[src/rtl/tap_pkg.sv]
package tap_pkg;

    // Fixed channel sum width and channel field width
    localparam int unsigned TOTAL_W = 16;
    localparam int unsigned CHAN_W  = 8;

    // Pixel format codes
    localparam logic FMT_RGB565 = 1'b0;
    localparam logic FMT_XRGB32 = 1'b1;

    // Register indexes
    localparam logic REG_PIXEL_FORMAT = 1'b0;

    typedef struct packed {
        logic [TOTAL_W-1:0] red;
        logic [TOTAL_W-1:0] green;
        logic [TOTAL_W-1:0] blue;
    } tap_totals_t;

    typedef struct packed {
        logic busy;
        logic done;
    } tap_div_status_t;

    typedef enum logic [1:0] {
        CH_RED,
        CH_GREEN,
        CH_BLUE
    } tap_chan_t;

    typedef enum logic [1:0] {
        ST_IDLE,
        ST_START,
        ST_WAIT,
        ST_EMIT
    } tap_state_t;

endpackage

[src/rtl/tap_accum.sv]
// Per-pixel unpack and saturating channel sums, plus pixel count.
module tap_accum #(
    parameter int unsigned MAX_TILE_PIXELS = 256,
    parameter int unsigned COUNT_W         = 9
) (
    input  logic                 clk,
    input  logic                 rst_n,
    input  logic                 accept,
    input  logic                 clear,
    input  logic                 pixel_format,
    input  logic [31:0]          pixel_word,
    output tap_pkg::tap_totals_t totals,
    output logic [COUNT_W-1:0]   count
);

    tap_pkg::tap_totals_t totals_reg, totals_next;
    logic [COUNT_W-1:0]   count_reg, count_next;
    logic [tap_pkg::CHAN_W-1:0] r, g, b;
    logic                 room;

    function automatic logic [tap_pkg::TOTAL_W-1:0] sat_add(
        input logic [tap_pkg::TOTAL_W-1:0] total,
        input logic [tap_pkg::CHAN_W-1:0]  v
    );
        logic [tap_pkg::TOTAL_W:0] s;
        s = {1'b0, total} + {{(tap_pkg::TOTAL_W + 1 - tap_pkg::CHAN_W){1'b0}}, v};
        return s[tap_pkg::TOTAL_W] ? {tap_pkg::TOTAL_W{1'b1}} : s[tap_pkg::TOTAL_W-1:0];
    endfunction

    always_comb
    begin
        if (pixel_format == tap_pkg::FMT_RGB565)
        begin
            r = {3'b000, pixel_word[15:11]};
            g = {2'b00, pixel_word[10:5]};
            b = {3'b000, pixel_word[4:0]};
        end
        else
        begin
            r = pixel_word[31:24];
            g = pixel_word[23:16];
            b = pixel_word[15:8];
        end
    end

    assign room = (count_reg < COUNT_W'(MAX_TILE_PIXELS));

    always_comb
    begin
        totals_next = totals_reg;
        count_next  = count_reg;
        if (clear)
        begin
            totals_next = '0;
            count_next  = '0;
        end
        else if (accept && room)
        begin
            totals_next.red   = sat_add(totals_reg.red, r);
            totals_next.green = sat_add(totals_reg.green, g);
            totals_next.blue  = sat_add(totals_reg.blue, b);
            count_next        = count_reg + COUNT_W'(1);
        end
    end

    always_ff @(posedge clk or negedge rst_n)
    begin
        if (!rst_n)
        begin
            totals_reg <= '0;
            count_reg  <= '0;
        end
        else
        begin
            totals_reg <= totals_next;
            count_reg  <= count_next;
        end
    end

    assign totals = totals_reg;
    assign count  = count_reg;

endmodule

[src/rtl/tap_divider.sv]
// Restoring divider, one quotient bit per cycle.
module tap_divider #(
    parameter int unsigned COUNT_W = 9
) (
    input  logic                         clk,
    input  logic                         rst_n,
    input  logic                         start,
    input  logic [tap_pkg::TOTAL_W-1:0]  dividend,
    input  logic [COUNT_W-1:0]           divisor,
    output logic [tap_pkg::TOTAL_W-1:0]  quotient,
    output tap_pkg::tap_div_status_t     status
);

    localparam int unsigned STEP_W = $clog2(tap_pkg::TOTAL_W);

    logic [COUNT_W-1:0]          rem_reg, rem_next;
    logic [tap_pkg::TOTAL_W-1:0] quo_reg, quo_next;
    logic [STEP_W-1:0]           step_reg, step_next;
    logic                        busy_reg, busy_next;
    logic                        done_reg, done_next;
    logic [COUNT_W:0]            trial, diff;
    logic                        ge;

    assign trial = {rem_reg, quo_reg[tap_pkg::TOTAL_W-1]};
    assign diff  = trial - {1'b0, divisor};
    assign ge    = (trial >= {1'b0, divisor});

    always_comb
    begin
        rem_next  = rem_reg;
        quo_next  = quo_reg;
        step_next = step_reg;
        busy_next = busy_reg;
        done_next = 1'b0;
        if (start)
        begin
            rem_next  = '0;
            quo_next  = dividend;
            step_next = '0;
            busy_next = 1'b1;
        end
        else if (busy_reg)
        begin
            rem_next  = ge ? diff[COUNT_W-1:0] : trial[COUNT_W-1:0];
            quo_next  = {quo_reg[tap_pkg::TOTAL_W-2:0], ge};
            step_next = step_reg + STEP_W'(1);
            if (step_reg == STEP_W'(tap_pkg::TOTAL_W - 1))
            begin
                busy_next = 1'b0;
                done_next = 1'b1;
            end
        end
    end

    always_ff @(posedge clk or negedge rst_n)
    begin
        if (!rst_n)
        begin
            step_reg <= '0;
            busy_reg <= 1'b0;
            done_reg <= 1'b0;
        end
        else
        begin
            step_reg <= step_next;
            busy_reg <= busy_next;
            done_reg <= done_next;
        end
    end

    always_ff @(posedge clk)
    begin
        rem_reg <= rem_next;
        quo_reg <= quo_next;
    end

    assign quotient    = quo_reg;
    assign status.busy = busy_reg;
    assign status.done = done_reg;

endmodule

[src/rtl/tile_average_pixelize.sv]
// Mosaic tile averaging filter.
//
// Input channel (in_valid/in_stall): pixel_word plus tile_end, one pixel per
// transaction. Pixels of a tile arrive in order; tile_end marks the last one.
// Each channel is summed (saturating at 16 bits) and pixels counted; pixels
// past MAX_TILE_PIXELS in one tile are dropped from the sums.
// Output channel (out_valid/out_stall): one average_pixel per tile, the floor
// average repacked in the current pixel_format (RGB565, or 8-bit channels in
// bits 31..8 with bits 7..0 zero).
// Flow: ordinary pixels are accepted back to back while in_stall is low. After
// a tile_end pixel, in_stall stays high for three 16-step divisions (red,
// green, blue) on the single shared restoring divider, each made of a start,
// 16 steps and the capture of the quotient, then the load of the output
// register. The output register lets the next tile accumulate while the
// result waits; a stalled receiver only holds the block once the next tile's
// result is ready to load.
// Configuration: APB register 0 (byte address 0), bit 0 = pixel_format.
// Write it only while the block is idle.
// Reset (rst_n, asynchronous): sums, count, format and output valid clear.
module tile_average_pixelize #(
    parameter int unsigned MAX_TILE_PIXELS = 256
) (
    input  logic        clk,
    input  logic        rst_n,
    // pixel stream
    input  logic        in_valid,
    output logic        in_stall,
    input  logic [31:0] pixel_word,
    input  logic        tile_end,
    // averages
    output logic        out_valid,
    input  logic        out_stall,
    output logic [31:0] average_pixel,
    // configuration
    input  logic        psel,
    input  logic        penable,
    input  logic        pwrite,
    input  logic [2:0]  paddr,
    input  logic [31:0] pwdata,
    output logic [31:0] prdata,
    output logic        pready
);

    localparam int unsigned COUNT_W = $clog2(MAX_TILE_PIXELS + 1);

    tap_pkg::tap_state_t state_reg, state_next;
    tap_pkg::tap_chan_t  chan_reg, chan_next;

    logic                        fmt_reg;
    logic                        out_valid_reg, out_valid_next;
    logic [31:0]                 out_data_reg, out_data_next;
    logic [tap_pkg::CHAN_W-1:0]  avg_r_reg, avg_g_reg, avg_b_reg;
    logic [tap_pkg::CHAN_W-1:0]  avg_r_next, avg_g_next, avg_b_next;

    logic                        in_accept;
    logic                        clear;
    logic                        div_start;
    logic [tap_pkg::TOTAL_W-1:0] div_dividend;
    logic [tap_pkg::TOTAL_W-1:0] div_quotient;
    logic [tap_pkg::CHAN_W-1:0]  quo_masked;
    tap_pkg::tap_div_status_t    div_status;
    tap_pkg::tap_totals_t        totals;
    logic [COUNT_W-1:0]          count;
    logic [31:0]                 packed_avg;
    logic                        cfg_write;

    // APB: always ready, single register at index 0
    assign pready    = 1'b1;
    assign cfg_write = psel && penable && pwrite && pready;
    assign prdata    = (paddr[2] == tap_pkg::REG_PIXEL_FORMAT) ? {31'b0, fmt_reg} : 32'b0;

    always_ff @(posedge clk or negedge rst_n)
    begin
        if (!rst_n)
            fmt_reg <= tap_pkg::FMT_RGB565;
        else if (cfg_write && (paddr[2] == tap_pkg::REG_PIXEL_FORMAT))
            fmt_reg <= pwdata[0];
    end

    assign in_stall  = (state_reg != tap_pkg::ST_IDLE);
    assign in_accept = in_valid && !in_stall;

    tap_accum #(
        .MAX_TILE_PIXELS (MAX_TILE_PIXELS),
        .COUNT_W         (COUNT_W)
    ) u_accum (
        .clk          (clk),
        .rst_n        (rst_n),
        .accept       (in_accept),
        .clear        (clear),
        .pixel_format (fmt_reg),
        .pixel_word   (pixel_word),
        .totals       (totals),
        .count        (count)
    );

    tap_divider #(
        .COUNT_W (COUNT_W)
    ) u_divider (
        .clk      (clk),
        .rst_n    (rst_n),
        .start    (div_start),
        .dividend (div_dividend),
        .divisor  (count),
        .quotient (div_quotient),
        .status   (div_status)
    );

    // empty-tile guard: zero count gives a zero average
    assign quo_masked = (count == '0) ? '0 : div_quotient[tap_pkg::CHAN_W-1:0];

    always_comb
    begin
        if (fmt_reg == tap_pkg::FMT_RGB565)
            packed_avg = {16'b0, avg_r_reg[4:0], avg_g_reg[5:0], avg_b_reg[4:0]};
        else
            packed_avg = {avg_r_reg, avg_g_reg, avg_b_reg, 8'b0};
    end

    // sequencer: walk the three channels through the shared divider
    always_comb
    begin
        state_next     = state_reg;
        chan_next      = chan_reg;
        avg_r_next     = avg_r_reg;
        avg_g_next     = avg_g_reg;
        avg_b_next     = avg_b_reg;
        out_data_next  = out_data_reg;
        out_valid_next = out_valid_reg && out_stall;
        div_start      = 1'b0;
        clear          = 1'b0;

        unique case (chan_reg)
            tap_pkg::CH_RED:   div_dividend = totals.red;
            tap_pkg::CH_GREEN: div_dividend = totals.green;
            tap_pkg::CH_BLUE:  div_dividend = totals.blue;
            default:           div_dividend = totals.blue;
        endcase

        unique case (state_reg)
            tap_pkg::ST_IDLE:
            begin
                if (in_accept && tile_end)
                begin
                    chan_next  = tap_pkg::CH_RED;
                    state_next = tap_pkg::ST_START;
                end
            end
            tap_pkg::ST_START:
            begin
                div_start  = 1'b1;
                state_next = tap_pkg::ST_WAIT;
            end
            tap_pkg::ST_WAIT:
            begin
                if (div_status.done)
                begin
                    unique case (chan_reg)
                        tap_pkg::CH_RED:
                        begin
                            avg_r_next = quo_masked;
                            chan_next  = tap_pkg::CH_GREEN;
                            state_next = tap_pkg::ST_START;
                        end
                        tap_pkg::CH_GREEN:
                        begin
                            avg_g_next = quo_masked;
                            chan_next  = tap_pkg::CH_BLUE;
                            state_next = tap_pkg::ST_START;
                        end
                        default:
                        begin
                            avg_b_next = quo_masked;
                            state_next = tap_pkg::ST_EMIT;
                        end
                    endcase
                end
            end
            tap_pkg::ST_EMIT:
            begin
                // wait for the output register to free up
                if (!out_valid_reg || !out_stall)
                begin
                    out_data_next  = packed_avg;
                    out_valid_next = 1'b1;
                    clear          = 1'b1;
                    state_next     = tap_pkg::ST_IDLE;
                end
            end
            default:
                state_next = tap_pkg::ST_IDLE;
        endcase
    end

    always_ff @(posedge clk or negedge rst_n)
    begin
        if (!rst_n)
        begin
            state_reg     <= tap_pkg::ST_IDLE;
            chan_reg      <= tap_pkg::CH_RED;
            out_valid_reg <= 1'b0;
        end
        else
        begin
            state_reg     <= state_next;
            chan_reg      <= chan_next;
            out_valid_reg <= out_valid_next;
        end
    end

    always_ff @(posedge clk)
    begin
        avg_r_reg    <= avg_r_next;
        avg_g_reg    <= avg_g_next;
        avg_b_reg    <= avg_b_next;
        out_data_reg <= out_data_next;
    end

    assign out_valid     = out_valid_reg;
    assign average_pixel = out_data_reg;

endmodule

[config.mk]
export PLATFORM = sky130hd
export DESIGN_NAME = tile_average_pixelize
export DESIGN_NICKNAME = d
export VERILOG_FILES = /design/src/rtl/tap_pkg.sv /design/src/rtl/tap_accum.sv /design/src/rtl/tap_divider.sv /design/src/rtl/tile_average_pixelize.sv
export SDC_FILE = /design/constraint.sdc
export NUM_CORES = 1
export LEC_CHECK = 0
export BUFFER_PORTS_ARGS = -buffer_cell sky130_fd_sc_hd__buf_4
export CAP_MARGIN = 20
export CORE_MARGIN = 10
export CORE_UTILIZATION = 57
export DETAILED_ROUTE_END_ITERATION = 16
export GPL_ROUTABILITY_DRIVEN = 1
export PLACE_DENSITY = 0.89
export SLEW_MARGIN = 20
export SYNTH_ARGS = -nofsm -noshare
export SYNTH_HDL_FRONTEND = slang
export SYNTH_SLANG_ARGS = --single-unit
[constraint.sdc]
create_clock -name clk -period 3.33 [get_ports clk]
set_input_delay 0.666 -clock clk [delete_from_list [all_inputs] [get_ports clk]]
set_output_delay 0.666 -clock clk [all_outputs]
set_load 0.05 [all_outputs]
==> qor.txt, run 1 <==
Vias: 6644
Flop2flop setup slack: 0.17 ns
Detailed-route DRC error count: 0
Pwr Density: 917 nW/um2
RSZ-0062 raised after global routing: no
Status: finished, final reports clean
Metal3 WL: 1.63 mm
CTS Sinks: 150
FF+latch count, synth: 150
Die height: 143 um
Largest net degree at the start of global routing: 70
Post-DP HPWL: 14.0 mm
Final Cycle Share: 95.0%
Yosys top cell by area: edfxtp_1
Number of synthesis warnings: 0
FF-to-FF path depth: 9
Vias/cell: 6.01
Routability Congestion: 0.896
Placed inst area: 9210 um2
Final ANT Viol Nets: 0
Ant diodes: 0
Starting DRC count in detailed routing: 510
# fillers: 1062
Critical Path AT: 3.46 ns
Maximum fanout along the worst path: 8
Grt ovf: 0
Drt first pass iters: 6
Synth top area share: 25.2%
Net count, final: 1024
Average size of a mapped cell: 10.3 um2
Ys flop type: edfxtp_1
Largest cells by area after synthesis: edfxtp_1 (25%), dfrtp_1 (20%), a21oi_1 (5.5%), ha_1 (5.2%), mux2_2 (3.5%)
Routed WL per cell: 17.9 um
Crit path time final: 3.16 ns
Die width: 143 um
Post-synth EDFFs: 72
FMAX: 316 MHz
Num CTS Buffers: 17
Worst VDD drop: 0.472 mV
Worst path required time: 3.62 ns
LEAKAGE: 4.20 nW
Clock Latency Late Sink: 0.43 ns
Sequential area share after synthesis: 47.4%
Worst Skew: 0.00894 ns
Rel. slew slack: 28.0%
Routed length on met1: 8.06 mm
Row count: 44
Core box area: 14600 um2
Routed wire length: 19.8 mm
Endpoints failing setup: 0
Min-Delay Path Class: in2async
Total Negative Setup Slacks: 0 ns
Gr usage total: 19.4%
Max reg flops: 48
Final Hold Fails: 0
Initial Util: 58.6%
Critical path type: reg2reg
Layout cell share with drive strength beyond 1: 18.3%
Hold-fix buffers at CTS: 0
R2R Path Start: fmt_reg
Critical R2R Capture: u_accum.totals[13]
CP Launch Type: flop
First-pass GRT wire length: 32.0 mm
TritonCTS clock tree: built
Worst-Margin Slew: 1.08 ns
Max-Cap Viols: 0
Area grow syn2layout: 14.5%
I/O pin count: 142
Synthesized instance count: 836
CTS resizes: 0
CTS Root Cell: clkbuf_16
Highest routed layer: met4
# Post-CTS Setup Buffers: 0
Initial antenna violation count: 0
Port Buffers: 76
Number of global-route vias before repair: 6443
Ys async rst share: 46.0%
Post-synth top cells: a21oi_1 (94), nor2_1 (76), edfxtp_1 (72)
Final instance area: 9830 um2
Met2 wire length: 9.74 mm
Count leader, synth: a21oi_1
CTS clk-pin slew, worst paths: 0.07 ns
Slew Viols, Final: 0
H-tree depth: 4
Clock Tree Buf Depth: 2
Die ar.: 20400 um2
Synthesized area: 8590 um2
CP Capture Type: flop
Post-synth cell types: 69
## layer usage
metal / vias to the layer above / global-route usage [%]
li1: 3137 / -
met3: 40 / 6.07
met2: 297 / 32.1
met4: 0 / 6.95
met5: - / 0
met1: 3170 / 23.4
## layout by cell type, fill, tap and decap left out, drive strengths merged, types with 5 or more instances in the layout
master	Yosys	final
a211oi	17	17
a21o	11	11
a21oi	94	94
a31oi	6	6
and2	37	37
and3	18	18
and4	6	6
buf	41	90
clkbuf	25	17
conb	2	32
dfrtp	69	69
dfxtp	9	9
edfxtp	72	72
ha	36	36
inv	19	26
mux2	27	27
mux2i	24	24
nand2	45	45
nand3	16	16
nand4	8	8
nor2	76	76
nor2b	16	16
nor3	14	14
o211ai	5	5
o21a	8	8
o21ai	49	49
xnor2	16	16
xor2	13	13
## power breakdown
| part | internal (W) | total, W | leakage (nW) | switching (W) |
|---|---|---|---|---|
| combinational | 0.00163 | 0.00395 | 2.28 | 0.00233 |
| sequential | 0.00258 | 0.00309 | 1.63 | 0.000506 |
| clock | 0.00113 | 0.00198 | 0.290 | 0.000840 |
## worst max-delay path, cell delays in order, from the launching register on
cell and delay (ns):
dfrtp_2 0.49, buf_4 0.19, mux2_2 0.38, fa_1 0.46, a211oi_1 0.39, o21ai_0 0.21
a211oi_2 0.35, nor3_4 0.12, nor2b_1 0.29, a311oi_1 0.15
## kinds of logic (layout without fill, tap and decap cells)
kind of cell | count (synthesis) | count (layout) | synth area share [%]
AO/OA/AOI/OAI | 220 | 220 | 15.6
adder cells (fa/ha/maj) | 40 | 40 | 6.18
multiplexers | 51 | 51 | 6.34
other | 2 | 32 | 0.0874
flip-flops | 150 | 150 | 47.4
AND/OR/NAND/NOR | 259 | 259 | 16.1
buffers and inverters | 85 | 141 | 5.36
XOR/XNOR | 29 | 29 | 2.96
## worst max path at each step
stage / slack (ns) / depth (start not counted) / startpoint / end
3_5_place_dp: 0.05 / 10 / pixel_word[16] / u_accum.totals[26]
3_3_place_gp: 0.13 / 10 / pixel_word[8] / u_accum.totals[13]
4_1_cts: 0.21 / 9 / fmt_reg / u_accum.totals[13]
2_1_floorplan: 0.27 / 10 / fmt_reg / u_accum.totals[16]
6_report: 0.17 / 9 / fmt_reg / u_accum.totals[13]
5_1_grt: 0.03 / 9 / fmt_reg / u_accum.totals[13]
## metrics by stage
| stage | hold slack [ns] | std cells | util [%] | total power (W) | worst slack (ns) |
|---|---|---|---|---|---|
| after floorplan | 0.370 | 866 | - | 0.00606 | 0.270 |
| after global placement | 0.478 | 1073 | 62.9 | 0.00678 | 0.130 |
| after detailed placement | 0.484 | 1073 | 62.9 | 0.00695 | 0.0523 |
| after CTS | 0.403 | 1105 | 67.1 | 0.00898 | 0.210 |
| after global routing | 0.426 | 1106 | 67.1 | 0.00963 | 0.0326 |
| final | 0.363 | 1106 | 67.1 | 0.00901 | 0.167 |
## layout make-up
cell class                      count  area (um2)  share of cell area, %
Multi-Input combinational cell    631        4170                   42.4
Sequential cell                   150        4070                   41.4
Timing Repair Buffer               90         676                   6.87
Clock inverter                     15         185                   1.88
Clock buffer                       17         425                   4.33
Inverter                           19        71.3                  0.726
Tap cell                          184         230                   2.34
Note: power is estimated with default switching activity, not from simulation.
==> run 2, diff against run 1 <==
--- a/config.mk
+++ b/config.mk
@@ -7,7 +7,8 @@
 export LEC_CHECK = 0
 export BUFFER_PORTS_ARGS = -buffer_cell sky130_fd_sc_hd__buf_4
 export CAP_MARGIN = 20
-export CORE_MARGIN = 10
+export CORE_ASPECT_RATIO = 2
+export CORE_MARGIN = 2
 export CORE_UTILIZATION = 57
 export DETAILED_ROUTE_END_ITERATION = 16
 export GPL_ROUTABILITY_DRIVEN = 1
==> qor.txt, run 2 (same netlist as run 1, synthesis figures left out) <==
Status: finished, final reports clean
Hold-fix buffers at CTS: 0 (unchanged)
H-tree depth: 4 (unchanged)
Ant diodes: 0 (unchanged)
Core box area: 14800 um2 (+1.2%)
CP Capture Type: flop
Worst path max stage delay: 0.52 ns (+0.03 ns)
Routability Congestion: 0.923 (+2.9%)
Final instance area: 9870 um2 (+0.42%)
Row count: 63 (+43%)
Buffers plus inverters on the worst setup path: 0 (-1)
Most common cell after layout, fill and taps aside: a21oi_1
Placed inst area: 9260 um2 (+0.48%)
Num CTS Buffers: 17 (unchanged)
Clock Latency Late Sink: 0.43 ns (about the same)
Worst setup margin: 0.101 ns (-0.0652 ns)
Clock Tree Buf Depth: 2 (unchanged)
Worst Skew: 0.00711 ns (-0.00183 ns)
Min-Delay Path Class: in2async
Max-Cap Viols: 0 (unchanged)
FF-to-FF path depth: 9 (unchanged)
RSZ-0062 raised after global routing: no
Critical Path AT: 3.53 ns (+0.07 ns)
Detailed-route DRC error count: 0 (unchanged)
Worst VDD drop: 0.419 mV (-11%)
Crit path from: fmt_reg
Worst-Margin Slew: 0.972 ns (-0.108 ns)
CTS Sinks: 150 (unchanged)
CTS Root Cell: clkbuf_16
Slew Viols, Final: 0 (unchanged)
Endpoints failing setup: 0 (unchanged)
Post-DP HPWL: 14.3 mm (+2.1%)
Die ar.: 16100 um2 (-21%)
Top delay family on crit path: compound AO/OA/AOI/OAI gates
Layout cell share with drive strength beyond 1: 18.7% (+0.37 points)
Crit path time final: 3.23 ns (+0.0652 ns)
Routed WL per cell: 17.8 um (-0.39%)
Final Cycle Share: 97.0% (+2.0 points)
Port Buffers: 76 (unchanged)
Routed wire length: 20.0 mm (+0.87%)
Critical path capture point: u_accum.totals[13]
Die height: 178 um (+24%)
Final Hold Fails: 0 (unchanged)
Initial antenna violation count: 0 (unchanged)
Gr usage total: 25.4% (+6.0 points)
# fillers: 1087 (+2.4%)
Final ANT Viol Nets: 0 (unchanged)
Initial Util: 58.0% (-0.69 points)
Die width: 90.8 um (-36%)
Post-Place Worst Slack: 0.0535 ns (+0.00120 ns)
Rel. slew slack: 35.2% (+7.2 points)
Net count, final: 1027 (+0.29%)
Starting DRC count in detailed routing: 621 (+22%)
Largest net degree at the start of global routing: 70 (unchanged)
FMAX: 310 MHz (-2.0%)
Max reg flops: 48 (unchanged)
Flop2flop setup slack: 0.10 ns (-0.07 ns)
Vias/cell: 6.01 (about the same)
Number of global-route vias before repair: 6744 (+4.7%)
I/O pin count: 142 (unchanged)
Critical R2R Capture: u_accum.totals[13]
Most frequent cells in the layout: a21oi_1 (94), buf_4 (93), nor2_1 (76)
First-pass GRT wire length: 32.2 mm (+0.86%)
Area grow syn2layout: 14.9%
R2R Path Start: fmt_reg
LEAKAGE: 4.23 nW (+0.77%)
Vias: 6729 (+1.3%)
CTS clk-pin slew, worst paths: 0.07 ns (about the same)
Worst path required time: 3.63 ns (about the same)
Critical path depth: 9 (unchanged)
TritonCTS clock tree: built
CP Launch Type: flop
CP max stage cell: dfrtp_2
Design Power: 0.00911 W (+1.1%)
Critical path type: reg2reg
Pwr Density: 923 nW/um2 (+0.65%)
Maximum fanout along the worst path: 12 (+4)
Drt first pass iters: 5 (-1)
Grt ovf: 0 (unchanged)
Total Negative Setup Slacks: 0 ns (unchanged)
Crit path cell chain: mux2_2, ha_1, fa_1, a211oi_1, o21ai_0, a211oi_2, nor3_4, nor2b_2, a311oi_1
run 2: cell count changes in the layout (fill, tap and decap cells not counted), moves of 2 or more:
| cell | before | now |
|---|---|---|
| buf_4 | 90 | 93 |
| clkinvlp_4 | 3 | 0 |
| clkinv_4 | 2 | 0 |
| clkinv_8 | 1 | 3 |
| inv_6 | 4 | 6 |
run 2: worst min path at each step:
| stage | start | end |
|---|---|---|
| 6_report | rst_n | u_divider.step_reg[2] |
| 5_1_grt | rst_n | u_divider.step_reg[2] |
| 4_1_cts | rst_n | u_divider.step_reg[2] |
| 3_5_place_dp | u_divider.rem_reg[4] | u_divider.rem_reg[4] |
| 3_3_place_gp | u_divider.rem_reg[4] | u_divider.rem_reg[4] |
| 2_1_floorplan | rst_n | chan_reg[0] |
run 2: through the flow:
step	std cells	utilization, %	hold slack, ns
after detailed placement	1088	62.5	0.482
after floorplan	866	-	0.370
after global placement	1088	62.5	0.466
final	1120	66.6	0.332
after CTS	1120	66.5	0.378
after global routing	1120	66.6	0.408
run 2: power breakdown:
part           total, W  internal [W]  leakage [nW]  switching, W
Clock           0.00195       0.00108         0.300      0.000871
Combinational   0.00406       0.00166          2.30       0.00240
Sequential      0.00310       0.00258          1.63      0.000524
run 2: routing by layer:
layer  GRT usage (%)  wire length (um)
met5               0                 0
met4            17.9              1320
met3            4.59               874
met2            46.5             10800
met1            25.6              6950
run 2: layout make-up:
class,instances,area [um2],area share (%)
flip-flops and latches,150,4070,41.2
clock buffers,17,425,4.31
multi-input cells,631,4180,42.4
inverters,19,71.3,0.723
clock inverters,15,181,1.84
repair buffers,93,698,7.07
well taps,195,244,2.47
run 2: repair_timing:
item	4_1_cts	5_1_grt
endpoints found under the setup margin	0	2
setup buffers	0	0
gates resized for setup	0	2
==> run 3, diff against run 2 <==
--- a/config.mk
+++ b/config.mk
@@ -12,7 +12,7 @@
 export CORE_UTILIZATION = 57
 export DETAILED_ROUTE_END_ITERATION = 16
 export GPL_ROUTABILITY_DRIVEN = 1
-export PLACE_DENSITY = 0.89
+export PLACE_DENSITY = 0.79
 export SLEW_MARGIN = 20
 export SYNTH_ARGS = -nofsm -noshare
 export SYNTH_HDL_FRONTEND = slang
==> qor.txt, run 3 (same netlist as run 1, synthesis figures left out) <==
Final ANT Viol Nets: 0 (unchanged)
Most frequent cells in the layout: a21oi_1 (94), buf_4 (93), nor2_1 (76)
Min-Delay Path Class: in2async
Endpoints failing setup: 0 (unchanged)
Most frequent CP cell: buf_4
Worst path max stage delay: 0.49 ns (-0.03 ns)
Internal: 0.00520 W (-2.2%)
CTS Root Cell: clkbuf_16
Critical path type: reg2reg
R2R Path Start: fmt_reg
Pwr Density: 903 nW/um2 (-2.2%)
Most common cell after layout, fill and taps aside: a21oi_1
Worst path required time: 3.65 ns (+0.02 ns)
# fillers: 1219 (+12%)
Routed wire length: 18.6 mm (-7.0%)
Vias: 6516 (-3.2%)
Flop2flop setup slack: 0.27 ns (+0.17 ns)
TritonCTS clock tree: built
CTS resizes: 0 (unchanged)
Starting DRC count in detailed routing: 274 (-56%)
Gr usage total: 23.5% (-1.9 points)
# Post-CTS Setup Buffers: 0 (unchanged)
FMAX: 327 MHz (+5.5%)
Die height: 178 um (unchanged)
Critical Path AT: 3.38 ns (-0.15 ns)
Routed WL per cell: 16.6 um (-7.0%)
Final instance area: 9820 um2 (-0.52%)
Switch Pwr: 0.00366 W (-3.5%)
Crit path time final: 3.06 ns (-0.167 ns)
Status: finished, final reports clean
Max-Cap Viols: 0 (unchanged)
Critical R2R Capture: u_accum.totals[38]
I/O pin count: 142 (unchanged)
Num CTS Buffers: 17 (unchanged)
Detailed-route DRC error count: 0 (unchanged)
CTS clk-pin slew, worst paths: 0.07 ns (about the same)
H-tree depth: 4 (unchanged)
Clock share of power: 20.6% (-0.8 points)
Number of global-route vias before repair: 6453 (-4.3%)
Area grow syn2layout: 14.3%
CP Capture Type: flop
Clock Tree Buf Depth: 2 (unchanged)
Initial Util: 58.0% (unchanged)
LEAKAGE: 4.19 nW (-0.87%)
Ant diodes: 0 (unchanged)
Multi-input gate area: 4170 um2 (-0.21%)
Initial antenna violation count: 0 (unchanged)
Total Negative Setup Slacks: 0 ns (unchanged)
Die ar.: 16100 um2 (unchanged)
Port Buffers: 76 (unchanged)
Reg area: 4070 um2 (unchanged)
Core box area: 14800 um2 (unchanged)
Seq pwr share: 34.9% (+0.8 points)
Post-Layout Cell Count: 1120 (unchanged)
CTS Sinks: 150 (unchanged)
Largest net degree at the start of global routing: 70 (unchanged)
Post-DP HPWL: 13.7 mm (-3.7%)
RSZ-0062 raised after global routing: no
Worst-Margin Slew: 1.01 ns (+0.0358 ns)
Gate power share: 44.5% (about the same)
CP max stage cell: a211oi_1
Vias/cell: 5.82 (-3.2%)
Max reg flops: 48 (unchanged)
Worst Skew: 0.0108 ns (+0.00368 ns)
Net count, final: 1027 (unchanged)
Clock Latency Late Sink: 0.44 ns (about the same)
Final Hold Fails: 0 (unchanged)
Sw Share: 41.3% (-0.33 points)
Row count: 63 (unchanged)
Maximum fanout along the worst path: 9 (-3)
Hold-fix buffers at CTS: 0 (unchanged)
CP Launch Type: flop
Placed inst area: 9260 um2 (unchanged)
Placed Cells: 1088 (unchanged)
Worst VDD drop: 0.515 mV (+23%)
Routability Congestion: 0.882 (-4.5%)
Rel. slew slack: 32.8% (-2.4 points)
Grt ovf: 0 (unchanged)
Drt first pass iters: 6 (+1)
FF-to-FF path depth: 11 (+2)
Crit path cell chain: buf_4, mux2_2, fa_1, a211oi_1, buf_4, o211a_1, nor2_1, and3_1, nor2_1, buf_4, a21oi_1
Layout cell share with drive strength beyond 1: 18.5% (-0.22 points)
Die width: 90.8 um (unchanged)
First-pass GRT wire length: 29.8 mm (-7.7%)
Slew Viols, Final: 0 (unchanged)
Final Cycle Share: 91.9% (-5.0 points)
## run 3: changes by cell type in the layout (fill, tap and decap cells not counted), moves of 2 or more
cell	change
clkinvlp_4	+3
inv_6	-4
clkinv_4	+2
clkinv_8	-2
## run 3: area by class of cell
type,instances,share of cell area (%)
multi-input cells,631,42.5
flip-flops and latches,150,41.5
repair buffers,93,7.11
clock buffers,17,4.33
well taps,195,2.48
clock inverters,15,1.41
inverters,19,0.726
## run 3: per-layer routing
metal | GRT usage [%] | part of all wire (%)
met5 | 0 | 0
met4 | 16.9 | 6.1
met3 | 3.82 | 3.1
met2 | 44.5 | 55
met1 | 22.7 | 36
## run 3: critical path: cells and delay by family (launching register included)
kind	cells	cell delay (ns)
compound gates	3	0.75
fa+ha+maj	1	0.46
buf+inv	3	0.56
flops	1	0.44
mux	1	0.39
simple gates	3	0.34
## run 3: worst max path at each step
stage / start / endpoint / slack, ns / cells after the start
floorplan: fmt_reg / u_accum.totals[16] / 0.27 / 10
global placement: pixel_word[8] / u_accum.totals[13] / 0.11 / 10
detailed placement: pixel_word[11] / u_accum.totals[34] / 0.1 / 12
CTS: fmt_reg / u_accum.totals[26] / 0.29 / 9
global route: fmt_reg / u_accum.totals[26] / 0.06 / 9
finish: fmt_reg / u_accum.totals[38] / 0.27 / 11
## run 3: power groups by stage
| stage | clock network (W) | logic, W | registers [W] |
|---|---|---|---|
| 2_1_floorplan | 0 | 0.00304 | 0.00302 |
| 3_3_place_gp | 0 | 0.00380 | 0.00308 |
| 6_report | 0.00183 | 0.00394 | 0.00309 |
| 4_1_cts | 0.00184 | 0.00394 | 0.00308 |
| 3_5_place_dp | 0 | 0.00390 | 0.00311 |
| 5_1_grt | 0.00192 | 0.00437 | 0.00316 |
## run 3: through the flow
| step | hold WS (ns) | setup slack (ns) | power [W] | utilization, % |
|---|---|---|---|---|
| floorplan | 0.370 | 0.270 | 0.00606 | - |
| global placement | 0.479 | 0.110 | 0.00688 | 62.5 |
| detailed placement | 0.487 | 0.0992 | 0.00701 | 62.5 |
| CTS | 0.388 | 0.290 | 0.00885 | 66.3 |
| global route | 0.429 | 0.0602 | 0.00945 | 66.3 |
| finish | 0.357 | 0.269 | 0.00886 | 66.3 |
